`src/design/btmx_ram.sv`:
```
module btmx_ram #(
    parameter int WIDTH = 8,
    parameter int DEPTH = 64
) (
    input  logic                     clk,
    input  logic                     we,
    input  logic [$clog2(DEPTH)-1:0] waddr,
    input  logic [WIDTH-1:0]         wdata,
    input  logic [$clog2(DEPTH)-1:0] raddr,
    output logic [WIDTH-1:0]         rdata
);

    logic [WIDTH-1:0] mem [DEPTH];

    // Write one entry, register the read
    always_ff @(posedge clk)
    begin
        if (we)
        begin
            mem[waddr] <= wdata;
        end
        rdata <= mem[raddr];
    end

endmodule

```
`config.mk`:
```
export PLATFORM = sky130hd
export DESIGN_NAME = btmx_ram
export DESIGN_NICKNAME = d
export VERILOG_FILES = /design/src/design/btmx_ram.sv
export SDC_FILE = /design/constraint.sdc
export NUM_CORES = 1
export LEC_CHECK = 0
export BUFFER_PORTS_ARGS = -buffer_cell sky130_fd_sc_hd__buf_4
export CAP_MARGIN = 0
export CORE_MARGIN = 2
export CORE_UTILIZATION = 35
export CTS_CLUSTER_SIZE = 28
export DETAILED_ROUTE_END_ITERATION = 12
export PLACE_DENSITY_LB_ADDON = 0.08
export SLEW_MARGIN = 20
export SYNTH_ARGS = -nofsm -noshare
export SYNTH_HDL_FRONTEND = slang
export SYNTH_SLANG_ARGS = --single-unit
export TNS_END_PERCENT = 1
```
`constraint.sdc`:
```
create_clock -name clk -period 2.85 [get_ports clk]
set_input_delay 0.57 -clock clk [delete_from_list [all_inputs] [get_ports clk]]
set_output_delay 0.57 -clock clk [all_outputs]
set_load 0.01 [all_outputs]
```
Yosys cells after proc, flatten, opt, wreduce, memory -nomap -nowiden
Memory sizes are Yosys's and may differ from the RTL's. A register that Yosys moved wholly into a read port is not among the register bits.
Cells that the tools add are included.
Word-level totals
  memory bits (writable): 512
  flip-flop bits (word level): 0
  logic and storage cells: 3
  bits of input ports: 22
  output and inout port bits: 8
  memories kept: 1
Memories
  mem: depth 64, width 8, read ports 1, clocked after memory_dff 1, wr ports 1, RTL line 13  | logic [WIDTH-1:0] mem [DEPTH];
Operators by class
  mux-type cells: 2
Operators by type and width (count)
  1-bit two-way mux: 2

Logic depth before layout (Yosys ltp)
  depth after elaboration: 2
  gate-level depth with buffers: 9
  depth with buffers taken out: 5

Least setup slack after synthesis
Ideal clock, no wire load.
  kind: input -> register
  start point: input raddr[1]
  end point: register rdata[3], read port of mem
  data required time: 2722 ps
  slack: 612 ps
  arrival time: 2110 ps
  buffers on the path: 3
  stages on the path: 7
  setup time: 128 ps
  path through: buf_4 -> buf_2 -> buf_2 -> mux4_2 -> mux4_2 -> o21ai_1 -> o41ai_1
RTL lines
  start, declared: RTL line 9  | input logic [$clog2(DEPTH)-1:0] raddr,
  end, declared: RTL line 10  | output logic [WIDTH-1:0] rdata

==> flow_summary_export.csv <==
group,metric,value,unit
synthesis,ys_seq_area_share,77.03,%
place,dp_worst_setup_slack,-71.24,ps
detailed_routing,wl_per_cell,27.01,µm
timing,maxSlewHeadroom,48.34,%
synthesis,ys_top_cells_by_area,"edfxtp_1 (76%), mux4_2 (14%), nor2_1 (1.5%)",
timing,tightest_slew,774.9,ps
cells_and_area,nets,1125,
cells_and_area,num_antenna_cells,0,
synthesis,synth-seq-cells,520,
job,maxCapViolCount,0,
timing,fmax,440.1,MHz
power_and_ir_drop,p_total,0.01636,W
global_routing,grt_usage,17.73,%
clock_tree,cts-htree-levels,2,
clock_tree,hold_buffers,0,
floorplanning,start_util,35.56,%
global_routing,first_global_vias,10323,
global_routing,grt_pass1_wl,75670,µm
detailed_routing,drtIter0Drc,867,
detailed_routing,drc_errors,0,
place,port_buffers,29,
floorplanning,dieHeight,244.0,µm
cells_and_area,drive_gt1_share,32.52,%
timing,finalHoldViolations,0,
power_and_ir_drop,leakage,7.655,nW
setup_path,endpoint_kind,"register",
synthesis,synth.distinct_cells,40,
floorplanning,core,0.05671,mm²
cells_and_area,design_area,0.02384,mm²
detailed_routing,ant_nets,0,
power_and_ir_drop,powerDensity,686.1,mW/mm²
power_and_ir_drop,comb_power_share,5.3,%
place,hpwl,31910,µm
synthesis,async_flop_share,0,%
timing,setup_violations,0,
clock_tree,cts_root_buffer,"clkbuf_16",
detailed_routing,route.vias.total,9803,
detailed_routing,highest-signal-layer,"met4",
power_and_ir_drop,p_sw,0.003509,W
timing,rsz0062_at_grt,"no",
setup_path,cp_data_arrival_time,2740,ps
worst_hold_path,min_path_type,"in -> reg",
synthesis,yosysWarnings,0,
synthesis,synth_top_area_cell,"edfxtp_1",
clock_tree,insertion_delay,600,ps
clock_tree,clkSlewWorstSetupHoldPaths,60,ps
synthesis,synthCells,940,
detailed_routing,wl_met2,24090,µm
place,placed_cell_area,0.02208,mm²
floorplanning,fp.dieW,244.0,µm
setup_path,critical_path_class,"in -> reg",
timing,fin_skew,9.089,ps
floorplanning,dieArea,0.05956,mm²
synthesis,synth-edff-count,512,
timing,period_share,79.74,%
setup_path,slowest_stage,"mux4_2",
detailed_routing,routed_wl,51480,µm
detailed_routing,met3_length,3097,µm
timing,timing.final.ws_setup,577.5,ps
place,gp_congestion,0.7424,
synthesis,syn_area,0.02017,mm²
setup_path,crit_fanout,26,
floorplanning,pin_count,30,
detailed_routing,via_per_inst,5.143,
synthesis,synth_top_area_share,76.24,%
global_routing,grt_max_degree,65,
timing,fin_tns_setup,0,ps
clock_tree,cts_sinks,520,
clock_tree,clock_path_buffers,3,
power_and_ir_drop,p_sw_share,21.45,%
outcome,status,"finished clean",
global_routing,grt_overflow,0,
clock_tree,postCtsSetupBuffers,0,
setup_path,path_cells,"clkbuf_8 > buf_4 > mux4_2 > mux4_2 > o21ai_1 > o41ai_1",
setup_path,worstPathRequired,3320,ps
timing,slew_viol_final,0,
floorplanning,rows,87,
global_routing,antenna_found_initial,0,
clock_tree,ctsResizeCount,0,
setup_path,worstSetupStartpointType,"input pin",
setup_path,slowest_delay,550,ps
synthesis,synth-main-ff-cell,"edfxtp_1",
timing,period_minus_slack,2272,ps
cells_and_area,area_growth,18.20,%
setup_path,cp_common_cell,"mux4_2",
synthesis,syn_nets,962,
cells_and_area,layout_commonest_cell,"edfxtp_1",
cells_and_area,final_cell_mix,"edfxtp_1 (512), buf_4 (145), mux4_2 (126), nor2_1 (83), clkbuf_16 (59)",
power_and_ir_drop,ir_drop,0.4817,mV
detailed_routing,wirelength_met1,23010,µm
clock_tree,cts_tree,"yes",
power_and_ir_drop,power_frac_seq,51.9,%
synthesis,syn_area_per_cell,21.45,µm²
power_and_ir_drop,p_int,0.01285,W
clock_tree,cts_buffers,57,
detailed_routing,dr.pass1.iters,5,
power_and_ir_drop,pwr-share-clk,42.7,%
[cell type report]
cell class,count,area [µm²]
clock buffer,79,1582
clock inverter,27,177.7
fill,4946,32880
multi-input combinational,369,4315
sequential,520,15530
tap,756,945.9
timing repair buffer,155,1282
[through the flow]
stage	hold slack (ps)	utilization (%)	cells
after floorplan	668.9	-	940
after global placement	803.1	38.93	1800
after detailed placement	804.4	38.93	1800
after CTS	319.9	42.03	1906
after global routing	333.6	42.03	1906
final	362.2	42.03	1906
[critical path: cells and delay by family]
family                 cells  cell delay, ps
multiplexers               2            1060
AO/OA/AOI/OAI              2             450
buffers and inverters      2             610
[kinds of logic (layout without fill, tap and decap cells)]
| kind of cell | after synthesis | in the layout | synth area share [%] |
|---|---|---|---|
| compound gates | 54 | 54 | 2.072 |
| mux | 162 | 162 | 15.94 |
| flops | 520 | 520 | 77.03 |
| buf+inv | 51 | 261 | 1.570 |
| simple gates | 153 | 153 | 3.387 |
[sequential cells by signal, summed over array words and instances, names as in the netlist]
register,flops
mem,512
rdata,8
[power groups by stage]
| stage | sequential (W) | combinational (W) | clock, W |
|---|---|---|---|
| floorplan | 0.00865 | 0.000451 | 0 |
| global placement | 0.00866 | 0.000896 | 0 |
| detailed placement | 0.00866 | 0.000899 | 0 |
| CTS | 0.00850 | 0.000899 | 0.00718 |
| global route | 0.00850 | 0.000944 | 0.00750 |
| finish | 0.00850 | 0.000874 | 0.00699 |
[layer usage]
metal  vias to the layer above  global-route usage (%)
li1                       4257                       -
met2                       247                   27.73
met4                         0                   5.075
met5                         -                       0
met3                        78                   3.687
met1                      5221                   25.15
[Yosys cell counts, drive strengths merged, types with 3 or more instances]
| cell | count |
|---|---|
| mux2 | 13 |
| o22ai | 8 |
| nand3 | 13 |
| o21ai | 4 |
| nor2b | 14 |
| nand3b | 3 |
| o221ai | 8 |
| nor2 | 83 |
| a21oi | 3 |
| dfxtp | 8 |
| nand2 | 19 |
| a211oi | 4 |
| mux4 | 126 |
| o2111ai | 3 |
| nand2b | 7 |
| o2bb2ai | 3 |
| a221oi | 6 |
| buf | 34 |
| clkbuf | 17 |
| a22oi | 3 |
| edfxtp | 512 |
| mux2i | 23 |
| nor3 | 7 |
[final timing paths]
path                                  from        to  slack [ps]  depth (start not counted)
worst max register to register  mem[29][4]  rdata[4]         800                          5
worst min-delay path              raddr[5]  rdata[0]         360                          3
worst min register to register  mem[23][2]  rdata[2]         810                          4
worst max-delay path              raddr[0]  rdata[3]         580                          6
No activity file was read; power rests on OpenSTA's default activity.
