[config.mk]
export PLATFORM = sky130hd
export DESIGN_NAME = btmx_chain
export DESIGN_NICKNAME = d
export VERILOG_FILES = /design/src/design/btmx_pkg.sv /design/src/design/btmx_cell.sv /design/src/design/btmx_chain.sv
export SDC_FILE = /design/constraint.sdc
export NUM_CORES = 1
export LEC_CHECK = 0
export ABC_CLOCK_PERIOD_IN_PS = 1600
export BUFFER_PORTS_ARGS = -buffer_cell sky130_fd_sc_hd__buf_2
export CAP_MARGIN = 20
export CORE_MARGIN = 4
export CORE_UTILIZATION = 27
export DETAILED_ROUTE_END_ITERATION = 7
export MAX_ROUTING_LAYER = met4
export PLACE_DENSITY = 0.37
export SETUP_SLACK_MARGIN = 0.2
export SYNTH_ARGS = -nofsm -noshare
export SYNTH_HDL_FRONTEND = slang
export SYNTH_HIERARCHICAL = 1
export SYNTH_SLANG_ARGS = --single-unit
[constraint.sdc]
create_clock -name clk -period 1.6 [get_ports clk]
set_clock_uncertainty 0.05 [all_clocks]
set_input_delay 0.16 -clock clk [delete_from_list [all_inputs] [get_ports clk]]
set_output_delay 0.16 -clock clk [all_outputs]
set_load 0.005 [all_outputs]
[src/design/btmx_pkg.sv]
package btmx_pkg;

    // Key and count geometry
    localparam int VALUE_BITS    = 16;
    localparam int KEY_W         = 16;
    localparam int KB_W          = $clog2(VALUE_BITS);
    localparam int LVL_W         = $clog2(VALUE_BITS + 1);
    localparam int COUNT_W       = 16;
    localparam logic [COUNT_W-1:0] COUNT_LIMIT = 16'hFFFF;
    localparam int MAX_NODES_DEF = 1024;

    // Item kinds
    localparam logic [1:0] KIND_INSERT = 2'd0;
    localparam logic [1:0] KIND_REMOVE = 2'd1;
    localparam logic [1:0] KIND_QUERY  = 2'd2;

    // Result status codes
    localparam logic [1:0] ST_OK         = 2'd0;
    localparam logic [1:0] ST_NO_NODE    = 2'd1;
    localparam logic [1:0] ST_ABSENT     = 2'd2;
    localparam logic [1:0] ST_COUNT_FULL = 2'd3;

    typedef struct packed {
        logic [1:0]       kind;
        logic [KEY_W-1:0] key_value;
    } item_t;

    typedef struct packed {
        logic [KEY_W-1:0] max_xor;
        logic [1:0]       status;
    } result_t;

    typedef struct packed {
        logic shift_in;
        logic shift_out;
    } chain_ctl_t;

endpackage

[src/design/btmx_cell.sv]
module btmx_cell
    import btmx_pkg::*;
#(
    parameter int REC_W = 8
) (
    input  logic             clk,
    input  chain_ctl_t       ctl,
    input  logic [REC_W-1:0] from_left,
    input  logic [REC_W-1:0] from_right,
    output logic [REC_W-1:0] q
);

    logic [REC_W-1:0] rec_reg;

    // Take the record from the deeper or the shallower neighbor
    always_ff @(posedge clk)
    begin
        if (ctl.shift_in)
        begin
            rec_reg <= from_left;
        end
        else if (ctl.shift_out)
        begin
            rec_reg <= from_right;
        end
    end

    assign q = rec_reg;

endmodule

[src/design/btmx_chain.sv]
module btmx_chain
    import btmx_pkg::*;
#(
    parameter int DEPTH = 16,
    parameter int REC_W = 8
) (
    input  logic             clk,
    input  chain_ctl_t       ctl,
    input  logic [REC_W-1:0] din,
    output logic [REC_W-1:0] head0,
    output logic [REC_W-1:0] head1
);

    logic [REC_W-1:0] tap [DEPTH];

    // Row of path cells, newest record at position zero
    for (genvar i = 0; i < DEPTH; i++)
    begin : g_cell
        logic [REC_W-1:0] left_d;
        logic [REC_W-1:0] right_d;

        if (i == 0)
        begin : g_first
            assign left_d = din;
        end
        else
        begin : g_mid
            assign left_d = tap[i-1];
        end

        if (i == DEPTH - 1)
        begin : g_last
            assign right_d = '0;
        end
        else
        begin : g_inner
            assign right_d = tap[i+1];
        end

        btmx_cell #(.REC_W(REC_W)) u_cell (
            .clk        (clk),
            .ctl        (ctl),
            .from_left  (left_d),
            .from_right (right_d),
            .q          (tap[i])
        );
    end

    assign head0 = tap[0];
    assign head1 = tap[1];

endmodule

Word level (Yosys, flattened, before mapping). Index checks and enable logic that the tools add are counted.

Bits in registers: 128. Output and inout port bits: 16. Logic and storage cells: 49.

Multiplexer cells: 32. Reduce and logical (&&, ||, !) cells: 1.

Operators with widths (number): $mux 8 (32); $reduce_bool 2->1 (1).

Longest topological paths before layout. Gate-level depths: netlist (run 1).

Depth in word-level cells: 2. Mapped depth: 2. Depth with buffers taken out: 1.

Cells and area by module. The synthesis (run 1) kept the hierarchy.

By module, submodules not included: btmx_cell (instances 16, cells an instance 18, area an instance 377.9 µm², seq. area each 240.2 µm²); btmx_chain (instances 1, cells an instance 1, area an instance 3.8 µm², seq. area each 0.0 µm²).

Least setup slack after synthesis (run 1). OpenSTA, ideal clock, no wires.

Kind: register to register. Start point: register g_cell[1].u_cell.rec_reg[0]. End point: register g_cell[0].u_cell.rec_reg[0], data pin. Library setup time: 0.260 ns. Arrival: 0.668 ns. Required time: 1.290 ns. Path slack: 0.622 ns. Stages on the path, launching flop included: 2. Path buffers: 0. Clock period less this slack: 0.978 ns. Cells stage by stage: edfxtp_1 > mux2_4.

Word-level cells in the longest chain between the ends: 2.

RTL lines: start, declared (RTL line btmx_cell.sv:13) `logic [REC_W-1:0] rec_reg;`; start signal, assigned (RTL line btmx_cell.sv:20) `rec_reg <= from_left;`; start signal, assigned (RTL line btmx_cell.sv:24) `rec_reg <= from_right;`; $mux 8 (RTL line btmx_cell.sv:22) `else if (ctl.shift_out)`; $mux 8 (RTL line btmx_cell.sv:18) `if (ctl.shift_in)`; end signal, assigned (RTL line btmx_cell.sv:20); end signal, assigned (RTL line btmx_cell.sv:24); end, declared (RTL line btmx_cell.sv:13).

No other way between the ends. The select of a mux whose other input is x is not followed. A chain may end at the register's enable or synchronous reset.

Worst setup path after layout (run 1).
Start point: register g_cell[1].u_cell.rec_reg[2]. End point: output port head1[2].

RTL lines: end, declared (RTL line btmx_chain.sv:11) `output logic [REC_W-1:0] head1`.

No word-level cell between the ends.

==> key figures, run 1 <==
Placement
  – Place WS: around 0.2 ns
  – Cell count after placement: around 600
  – Post-DP HPWL: 7140 um
  – PortBufs: 26
  – Final GP Congestion: between 0.6 and 0.7

Power and ir drop
  – Power density cells: approximately 1400 nW/um^2
  – Lkg Pwr: 2.93 nW
  – Internal power: approximately 8 mW
  – Gate power share: around 13%
  – Peak supply drop: about 0.00071 V
  – Sw frac: a little over a fifth
  – Switching pwr: 2.22 mW
  – Clock power share: 40.2%
  – Sequential Power Share: between 40% and 50%

Layout
  – Final nets: roughly 360
  – Util after Layout: between 30 and 40%
  – Largest register FFs: roughly 130
  – Share of cells above drive strength 1: a little under three fifths
  – Layout area overhead: 19.3%
  – Non-filler instance count after layout: 641
  – Filler cells: between 2000 and 2500
  – Diodes inserted: 0

CTS
  – CTS Buf Count: 17
  – Clk sinks: approximately 130
  – Longest Clk Path Bufs: 2
  – Clk slew on worst S/H paths: 0.06 ns
  – Postcts setup bufs: 0
  – Root Driver: clkbuf_16
  – Worst-skew pair later-pin latency: 0.41 ns
  – CTS H-tree lvls: 4
  – TritonCTS clock tree: built

Routing
  – DRT antenna net count: 0
  – Via density: just over 4
  – Residual DRC: 0
  – DR WL/cell: 17.0 um
  – Initial DRC Count: 96
  – Via Count: between 2000 and 3000
  – WL final: around 11000 um
  – Drt pass-1 iters: 4

Synthesis
  – Post-Synthesis Cells: between 200 and 300
  – Post-synth top area share: 63.5%
  – Sequential area share after synthesis: about 64%
  – Synth Area per Inst: around 21 um^2
  – Post-synth ARST share: 0%
  – YS warnings: 6
  – Post-Syn Area: between 6000 and 7000 um^2
  – Post-synthesis sequential element count: 128
  – Synth unique cells: 5
  – Number of synthesized flops with an enable pin: ~130
  – Cell taking the most area after synthesis: edfxtp_1
  – Commonest register cell after synthesis: edfxtp_1
  – Ranking of synthesized cells by area: edfxtp_1 64%, mux2_4 32%, buf_6 3.0%, or2_1 1.7%, conb_1 0.062%
  – Synth cell count leaders: 128 x edfxtp_1, 128 x mux2_4, 16 x buf_6, 16 x or2_1, 1 x conb_1

Critical path
  – Setup crit end kind: primary output
  – CP Cell Sequence: buf_2
  – Delay-heaviest family, CP: flip-flops
  – Startpoint types: register
  – Crit-path slowest cell: edfxtp_1
  – Worst Path Required: around 1.4 ns
  – CP max stage delay: about 0.44 ns
  – Critical path arrival: 1.02 ns
  – Crit-path max FO: 3
  – Critical setup path kind: register to primary output
  – WP buf/inv: 1
  – Flop2flop setup slack: ~0.57 ns

Die
  – I/O pin cnt: 27
  – Height of the die: 158 um
  – Die X: around 160 um
  – Initial Util: between 20% and 30%
  – Cell Rows: 54
  – DIE AREA: 24900 um^2
  – Core Region: about 22000 um^2

Global routing
  – First-pass GRT wire length: approximately 17000 um
  – Initial antenna violation count: 0
  – GRT overflow: 0
  – Vias in the first global route: 3018
  – Total track usage: under 10%
  – Largest net degree at the start of global routing: 38

Timing
  – Setup_tns: 0 ns
  – Max frequency: ~810 MHz
  – Min Clock Period, post-route: between 1 and 1.5 ns
  – Hold Vio Cnt, Final: 0
  – Final setup violation count: 0
  – Hold slack: 0.273 ns
  – Unrepaired setup endpoints after global routing: no
  – Max Slew Vio Count: 0
  – Final WS setup: 0.369 ns
  – Period utilization: between 70 and 80%

Run status
  – Outcome: finished, final reports clean

Min path
  – Min-delay worst type: input pin to register

Job
  – Total of max-cap violations: 0
## cell families after synthesis
family / share of synthesized area [%]
AND/OR/NAND/NOR: 1.65
other: 0.0620
buffers and inverters: 2.98
flip-flops: 63.5
multiplexers: 31.8
## power by group through the flow
stage / logic (mW) / registers, mW / clock network, mW
global route: 1.38 / 4.89 / 4.37
global placement: 1.26 / 4.90 / 0
floorplan: 1.08 / 4.72 / 0
detailed placement: 1.27 / 4.88 / 0
CTS: 1.30 / 4.83 / 4.21
finish: 1.29 / 4.81 / 4.09
## cell type report
cell class              instances  area (um^2)  area share, %
flip-flops and latches        128         3840           53.2
multi-input cells             152         2050           28.4
clock buffers                  17          425           5.89
repair buffers                 49          357           4.94
well taps                     280          350           4.85
clock inverters                15          191           2.65
## through the flow
step	total power [mW]	instance area [um^2]
final	10.2	7220
after global routing	10.6	7220
after CTS	10.4	7220
after detailed placement	6.16	6520
after global placement	6.16	6520
after floorplan	5.80	6080
## metal layers
layer / up-vias / global-route usage [%] / part of all wire, %
li1: 1235 / - / -
met1: 1358 / 13.0 / 53
met2: 20 / 13.0 / 43
met3: 16 / 2.95 / 2.2
met4: 0 / 4.06 / 1.6
met5: - / - / 0
## final timing paths
path,from,endpoint,depth (start not counted)
setup / recovery,g_cell[1].u_cell/q[2]$_DFFE_PP_,head1[2],1
hold / removal,ctl[1],g_cell[10].u_cell/q[5]$_DFFE_PP_,2
setup reg to reg,g_cell[1].u_cell/q[2]$_DFFE_PP_,g_cell[0].u_cell/q[2]$_DFFE_PP_,1
hold reg to reg,g_cell[15].u_cell/q[6]$_DFFE_PP_,g_cell[14].u_cell/q[6]$_DFFE_PP_,1
## placed cells by master, fill, tap and decap left out
cell and n:
clkbuf_16 17, buf_12 2, clkinvlp_4 3, clkinv_1 2, clkbuf_8 1, dlygate4sd3_1 8, clkinv_2 3, buf_4 13
inv_6 2, conb_1 8, edfxtp_1 128, clkinv_4 1, buf_2 25, mux2_4 128, bufinv_16 4, or2_1 16
## timing repair
item | 4_1_cts | 5_1_grt
hold buffers | 8 | 0
endpoints found under the hold margin | 8 | 0
resized for setup | 0 | 0
(Power assumes the default switching activity.)
==> run 2: changes to the inputs <==
--- a/config.mk
+++ b/config.mk
@@ -5,14 +5,14 @@
 export SDC_FILE = /design/constraint.sdc
 export NUM_CORES = 1
 export LEC_CHECK = 0
-export ABC_CLOCK_PERIOD_IN_PS = 1600
+export ABC_CLOCK_PERIOD_IN_PS = 1100
 export BUFFER_PORTS_ARGS = -buffer_cell sky130_fd_sc_hd__buf_2
 export CAP_MARGIN = 20
 export CORE_MARGIN = 4
 export CORE_UTILIZATION = 27
 export DETAILED_ROUTE_END_ITERATION = 7
 export MAX_ROUTING_LAYER = met4
-export PLACE_DENSITY = 0.37
+export PLACE_DENSITY = 0.39
 export SETUP_SLACK_MARGIN = 0.2
 export SYNTH_ARGS = -nofsm -noshare
 export SYNTH_HDL_FRONTEND = slang
==> constraint.sdc (replaced) <==
create_clock -name clk -period 1.1 [get_ports clk]
set_clock_uncertainty 0.05 [all_clocks]
set_input_delay 0.11 -clock clk [delete_from_list [all_inputs] [get_ports clk]]
set_output_delay 0.11 -clock clk [all_outputs]
set_load 0.005 [all_outputs]
==> key figures, run 2 (synthesis results as in run 1) <==
Run status
  – Outcome: finished, violations left
  – Failing checks: setup timing

Global routing
  – Initial antenna violation count: 0 (unchanged)
  – GRT overflow: 0 (unchanged)
  – Total track usage: 9.58% (+0.087 points)
  – Vias in the first global route: 3065 (+1.6%)
  – Largest net degree at the start of global routing: 34 (-11%)
  – First-pass GRT wire length: 17500 um (+1.0%)

Placement
  – Final GP Congestion: 0.678 (+0.59%)
  – Cell count after placement: 602 (+0.17%)
  – Post-DP HPWL: 7060 um (-1.1%)
  – PortBufs: 26 (unchanged)

Die
  – DIE AREA: 24900 um^2 (unchanged)
  – Initial Util: 27.5% (unchanged)
  – Cell Rows: 54 (unchanged)
  – Height of the die: 158 um (unchanged)
  – I/O pin cnt: 27 (unchanged)
  – Core Region: 22000 um^2 (unchanged)
  – Die X: 158 um (unchanged)

Timing
  – Min Clock Period, post-route: 1.14 ns
  – Max frequency: 875 MHz
  – Setup_tns: -0.242 ns (-0.242 ns)
  – Max Slew Vio Count: 0 (unchanged)
  – Unrepaired setup endpoints after global routing: yes
  – Final WS setup: -0.0433 ns (-0.413 ns)
  – Hold slack: 0.202 ns (-0.0706 ns)
  – Hold Vio Cnt, Final: 0 (unchanged)
  – Period utilization: 104%
  – Final setup violation count: 13 (+13)

Critical path
  – CP Cell Sequence: buf_2
  – Worst Path Required: 0.94 ns (-0.45 ns)
  – Delay-heaviest family, CP: flip-flops
  – Crit-path slowest cell: edfxtp_1
  – Setup crit end kind: primary output
  – Critical setup path kind: register to primary output
  – Crit-path max FO: 2 (-1)
  – CP max stage delay: 0.42 ns (-0.02 ns)
  – Startpoint types: register
  – Critical path arrival: 0.98 ns (-0.04 ns)
  – WP buf/inv: 1 (unchanged)

Routing
  – Via Count: 2745 (+4.4%)
  – Initial DRC Count: 130 (+35%)
  – DR WL/cell: 16.7 um (-1.9%)
  – Via density: 4.17 (+1.7%)
  – DRT antenna net count: 0 (unchanged)
  – Drt pass-1 iters: 4 (unchanged)
  – Residual DRC: 0 (unchanged)
  – WL final: 11000 um (+0.74%)

Power and ir drop
  – Lkg Pwr: 3.01 nW (+2.8%)
  – Power density cells: 1990 nW/um^2 (+41%)
  – Peak supply drop: 0.00104 V (+46%)

CTS
  – CTS Buf Count: 17 (unchanged)
  – Worst-skew pair later-pin latency: 0.41 ns (about the same)
  – Clk sinks: 128 (unchanged)
  – Clk slew on worst S/H paths: 0.06 ns (about the same)
  – Longest Clk Path Bufs: 2 (unchanged)
  – CTS H-tree lvls: 4 (unchanged)
  – Root Driver: clkbuf_16
  – TritonCTS clock tree: built

Layout
  – Non-filler instance count after layout: 658 (+2.7%)
  – Footprint of the multi-input gates: 2050 um^2 (unchanged)
  – Layout area overhead: 21.9%
  – Reg area: 3840 um^2 (unchanged)
  – Diodes inserted: 0 (unchanged)
  – Share of cells above drive strength 1: 57.1% (+2.0 points)
  – Highest-count cells in the layout ignoring fill and taps: 128 x mux2_4, 128 x edfxtp_1, 25 x buf_2, 18 x buf_4, 17 x clkbuf_16
  – Largest register FFs: 128 (unchanged)
  – Filler cells: 2087 (unchanged)
  – Final nets: 376 (+4.7%)

Min path
  – Min-delay worst type: input pin to register

Job
  – Total of max-cap violations: 0 (unchanged)
[run 2: stage by stage]
step	total power [mW]	setup slack (ns)	instance area [um^2]	util, %
finish	14.6	-0.0433	7380	33.6
global route	15.3	-0.0769	7380	33.6
CTS	14.8	-0.0465	7350	33.5
detailed placement	8.99	-0.215	6560	29.9
global placement	8.99	-0.196	6560	29.9
floorplan	8.44	0.122	6080	-
[run 2: final cells by class]
type,count,area share (%)
flip-flops and latches,128,52.1
multi-input cells,152,27.8
repair buffers,66,7.41
clock buffers,17,5.77
well taps,280,4.75
clock inverters,15,2.15
[run 2: what timing repair did]
item | in CTS | in global routing
hold buffers | 8 | 0
gates cloned | 0 | 0
endpoints found under the setup margin | 144 | 144
hold endpoints to repair | 8 | 0
resized for setup | 3 | 7
buffers inserted | 16 | 0
[run 2: layer usage]
metal	global-route usage, %	vias up	wire length, um
li1	-	1272	-
met1	13.1	1436	5700
met2	13.2	26	4830
met3	2.65	11	256
met4	4.30	0	180
met5	-	-	0
[run 2: worst paths after layout]
check | slack (ns) | cells past startpoint | from | endpoint
max reg2reg | -0.01 | 2 | g_cell[1].u_cell/q[4]$_DFFE_PP_ | g_cell[0].u_cell/q[4]$_DFFE_PP_
max | -0.04 | 1 | g_cell[1].u_cell/q[4]$_DFFE_PP_ | head1[4]
min | 0.20 | 2 | ctl[1] | g_cell[8].u_cell/q[5]$_DFFE_PP_
min reg2reg | 0.50 | 1 | g_cell[15].u_cell/q[7]$_DFFE_PP_ | g_cell[14].u_cell/q[7]$_DFFE_PP_
[run 2: where the power goes]
group	switching [mW]	total, mW	internal [mW]
Clock	2.25	5.60	3.35
Combinational	0.594	2.07	1.48
Sequential	0.496	6.98	6.48
==> run 3: changes to the inputs <==
--- a/config.mk
+++ b/config.mk
@@ -6,7 +6,7 @@
 export NUM_CORES = 1
 export LEC_CHECK = 0
 export ABC_CLOCK_PERIOD_IN_PS = 1100
-export BUFFER_PORTS_ARGS = -buffer_cell sky130_fd_sc_hd__buf_2
+export BUFFER_PORTS_ARGS = -buffer_cell sky130_fd_sc_hd__buf_4
 export CAP_MARGIN = 20
 export CORE_MARGIN = 4
 export CORE_UTILIZATION = 27
==> key figures, run 3 (synthesis results as in run 1) <==
Critical path
  – Crit-path max FO: 3 (+1)
  – CP max stage delay: 0.44 ns (+0.02 ns)
  – WP buf/inv: 1 (unchanged)
  – Setup crit end kind: primary output
  – Critical setup path kind: register to primary output
  – CP Cell Sequence: buf_6
  – Delay-heaviest family, CP: flip-flops
  – Critical path arrival: 1.00 ns (+0.02 ns)
  – Crit-path slowest cell: edfxtp_1
  – Startpoint types: register
  – Worst Path Required: 0.94 ns (about the same)

Layout
  – Post-route design area: 7460 um^2 (+1.1%)
  – Largest register FFs: 128 (unchanged)
  – Highest-count cells in the layout ignoring fill and taps: 128 x mux2_4, 128 x edfxtp_1, 25 x buf_6, 23 x buf_4, 17 x clkbuf_16
  – Layout area overhead: 23.3%
  – Final nets: 371 (-1.3%)
  – Diodes inserted: 0 (unchanged)
  – Non-filler instance count after layout: 653 (-0.76%)
  – Share of cells above drive strength 1: 58.2% (+1.0 points)

Routing
  – DRT antenna net count: 0 (unchanged)
  – Via Count: 2712 (-1.2%)
  – Residual DRC: 0 (unchanged)
  – Initial DRC Count: 134 (+3.1%)
  – WL final: 11000 um (about the same)
  – DR WL/cell: 16.8 um (+0.73%)
  – Via density: 4.15 (-0.45%)
  – Drt pass-1 iters: 4 (unchanged)

Timing
  – Max frequency: 861 MHz (-1.5%)
  – Final setup violation count: 27 (+14)
  – Hold slack: 0.211 ns (+0.00865 ns)
  – Hold Vio Cnt, Final: 0 (unchanged)
  – Period utilization: 106% (+1.6 points)
  – Unrepaired setup endpoints after global routing: yes
  – Max Slew Vio Count: 0 (unchanged)
  – Final WS setup: -0.0612 ns (-0.0179 ns)
  – Min Clock Period, post-route: 1.16 ns (+0.0179 ns)

CTS
  – Longest Clk Path Bufs: 2 (unchanged)
  – Root Driver: clkbuf_16
  – CTS H-tree lvls: 4 (unchanged)
  – Clk sinks: 128 (unchanged)
  – Clk slew on worst S/H paths: 0.06 ns (about the same)
  – CTS Buf Count: 17 (unchanged)
  – TritonCTS clock tree: built
  – Worst-skew pair later-pin latency: 0.41 ns (about the same)

Global routing
  – GRT overflow: 0 (unchanged)
  – Total track usage: 9.50% (-0.084 points)
  – Largest net degree at the start of global routing: 34 (unchanged)
  – First-pass GRT wire length: 17300 um (-1.1%)
  – Vias in the first global route: 3047 (-0.59%)
  – Initial antenna violation count: 0 (unchanged)

Run status
  – Outcome: finished, violations left
  – Failing checks: setup timing

Power and ir drop
  – Power density cells: 1970 nW/um^2 (-0.80%)
  – Peak supply drop: 0.00104 V (-0.43%)
  – Lkg Pwr: 3.03 nW (+0.75%)

Die
  – Cell Rows: 54 (unchanged)
  – Die X: 158 um (unchanged)
  – DIE AREA: 24900 um^2 (unchanged)
  – Initial Util: 27.5% (unchanged)
  – Height of the die: 158 um (unchanged)
  – I/O pin cnt: 27 (unchanged)
  – Core Region: 22000 um^2 (unchanged)

Placement
  – Final GP Congestion: 0.648 (-4.4%)
  – PortBufs: 26 (unchanged)
  – Post-DP HPWL: 7090 um (+0.36%)
  – Post-DP Area: 6600 um^2 (+0.73%)
  – Cell count after placement: 600 (-0.33%)

Job
  – Total of max-cap violations: 0 (unchanged)

Min path
  – Min-delay worst type: input pin to register
==> run 3: path summary, 6_finish.rpt <==
kind | from | to | slack (ns) | cells after the start
max | g_cell[1].u_cell/q[4]$_DFFE_PP_ | head1[4] | -0.06 | 1
min | ctl[1] | g_cell[12].u_cell/q[5]$_DFFE_PP_ | 0.21 | 2
max reg2reg | g_cell[1].u_cell/q[0]$_DFFE_PP_ | g_cell[0].u_cell/q[0]$_DFFE_PP_ | -0.02 | 2
min reg2reg | g_cell[15].u_cell/q[3]$_DFFE_PP_ | g_cell[14].u_cell/q[3]$_DFFE_PP_ | 0.50 | 1
==> run 3: what timing repair did <==
item	CTS	global route
setup endpoints to repair	144	170
hold endpoints to repair	8	0
resized for setup	10	19
gates cloned	0	0
hold buffers	8	0
buffers inserted	13	0
==> run 3: cell type report <==
class | count | area, um^2
fill | 2081 | 14500
sequential | 128 | 3840
multi-input combinational | 152 | 2050
timing repair buffer | 61 | 628
clock buffer | 17 | 425
tap | 280 | 350
clock inverter | 15 | 161
==> run 3: where the power goes <==
| group | switching [mW] | internal, mW | leakage (nW) | total (mW) |
|---|---|---|---|---|
| Combinational | 0.593 | 1.55 | 1.45 | 2.14 |
| Clock | 2.20 | 3.36 | 0.276 | 5.56 |
| Sequential | 0.516 | 6.48 | 1.31 | 7.00 |
==> run 3: per-stage QoR <==
step           power (mW)  util, %  worst slack [ns]  setup TNS (ns)
2_1_floorplan        8.44        -             0.122               0
3_3_place_gp         9.03     30.1            -0.204          -38.98
3_5_place_dp         9.03     30.1            -0.241          -43.71
4_1_cts              14.9     33.7           -0.0894          -0.931
5_1_grt              15.3     34.0            -0.105           -1.73
6_report             14.7     34.0           -0.0612          -0.561
==> run 3: layer usage <==
layer  vias up  routed length (um)  track usage (%)
li1       1258                   -                -
met1      1418                5630             12.8
met2        28                4910             13.3
met3         8                 284             3.03
met4         0                 128             3.69
met5         -                   0                -
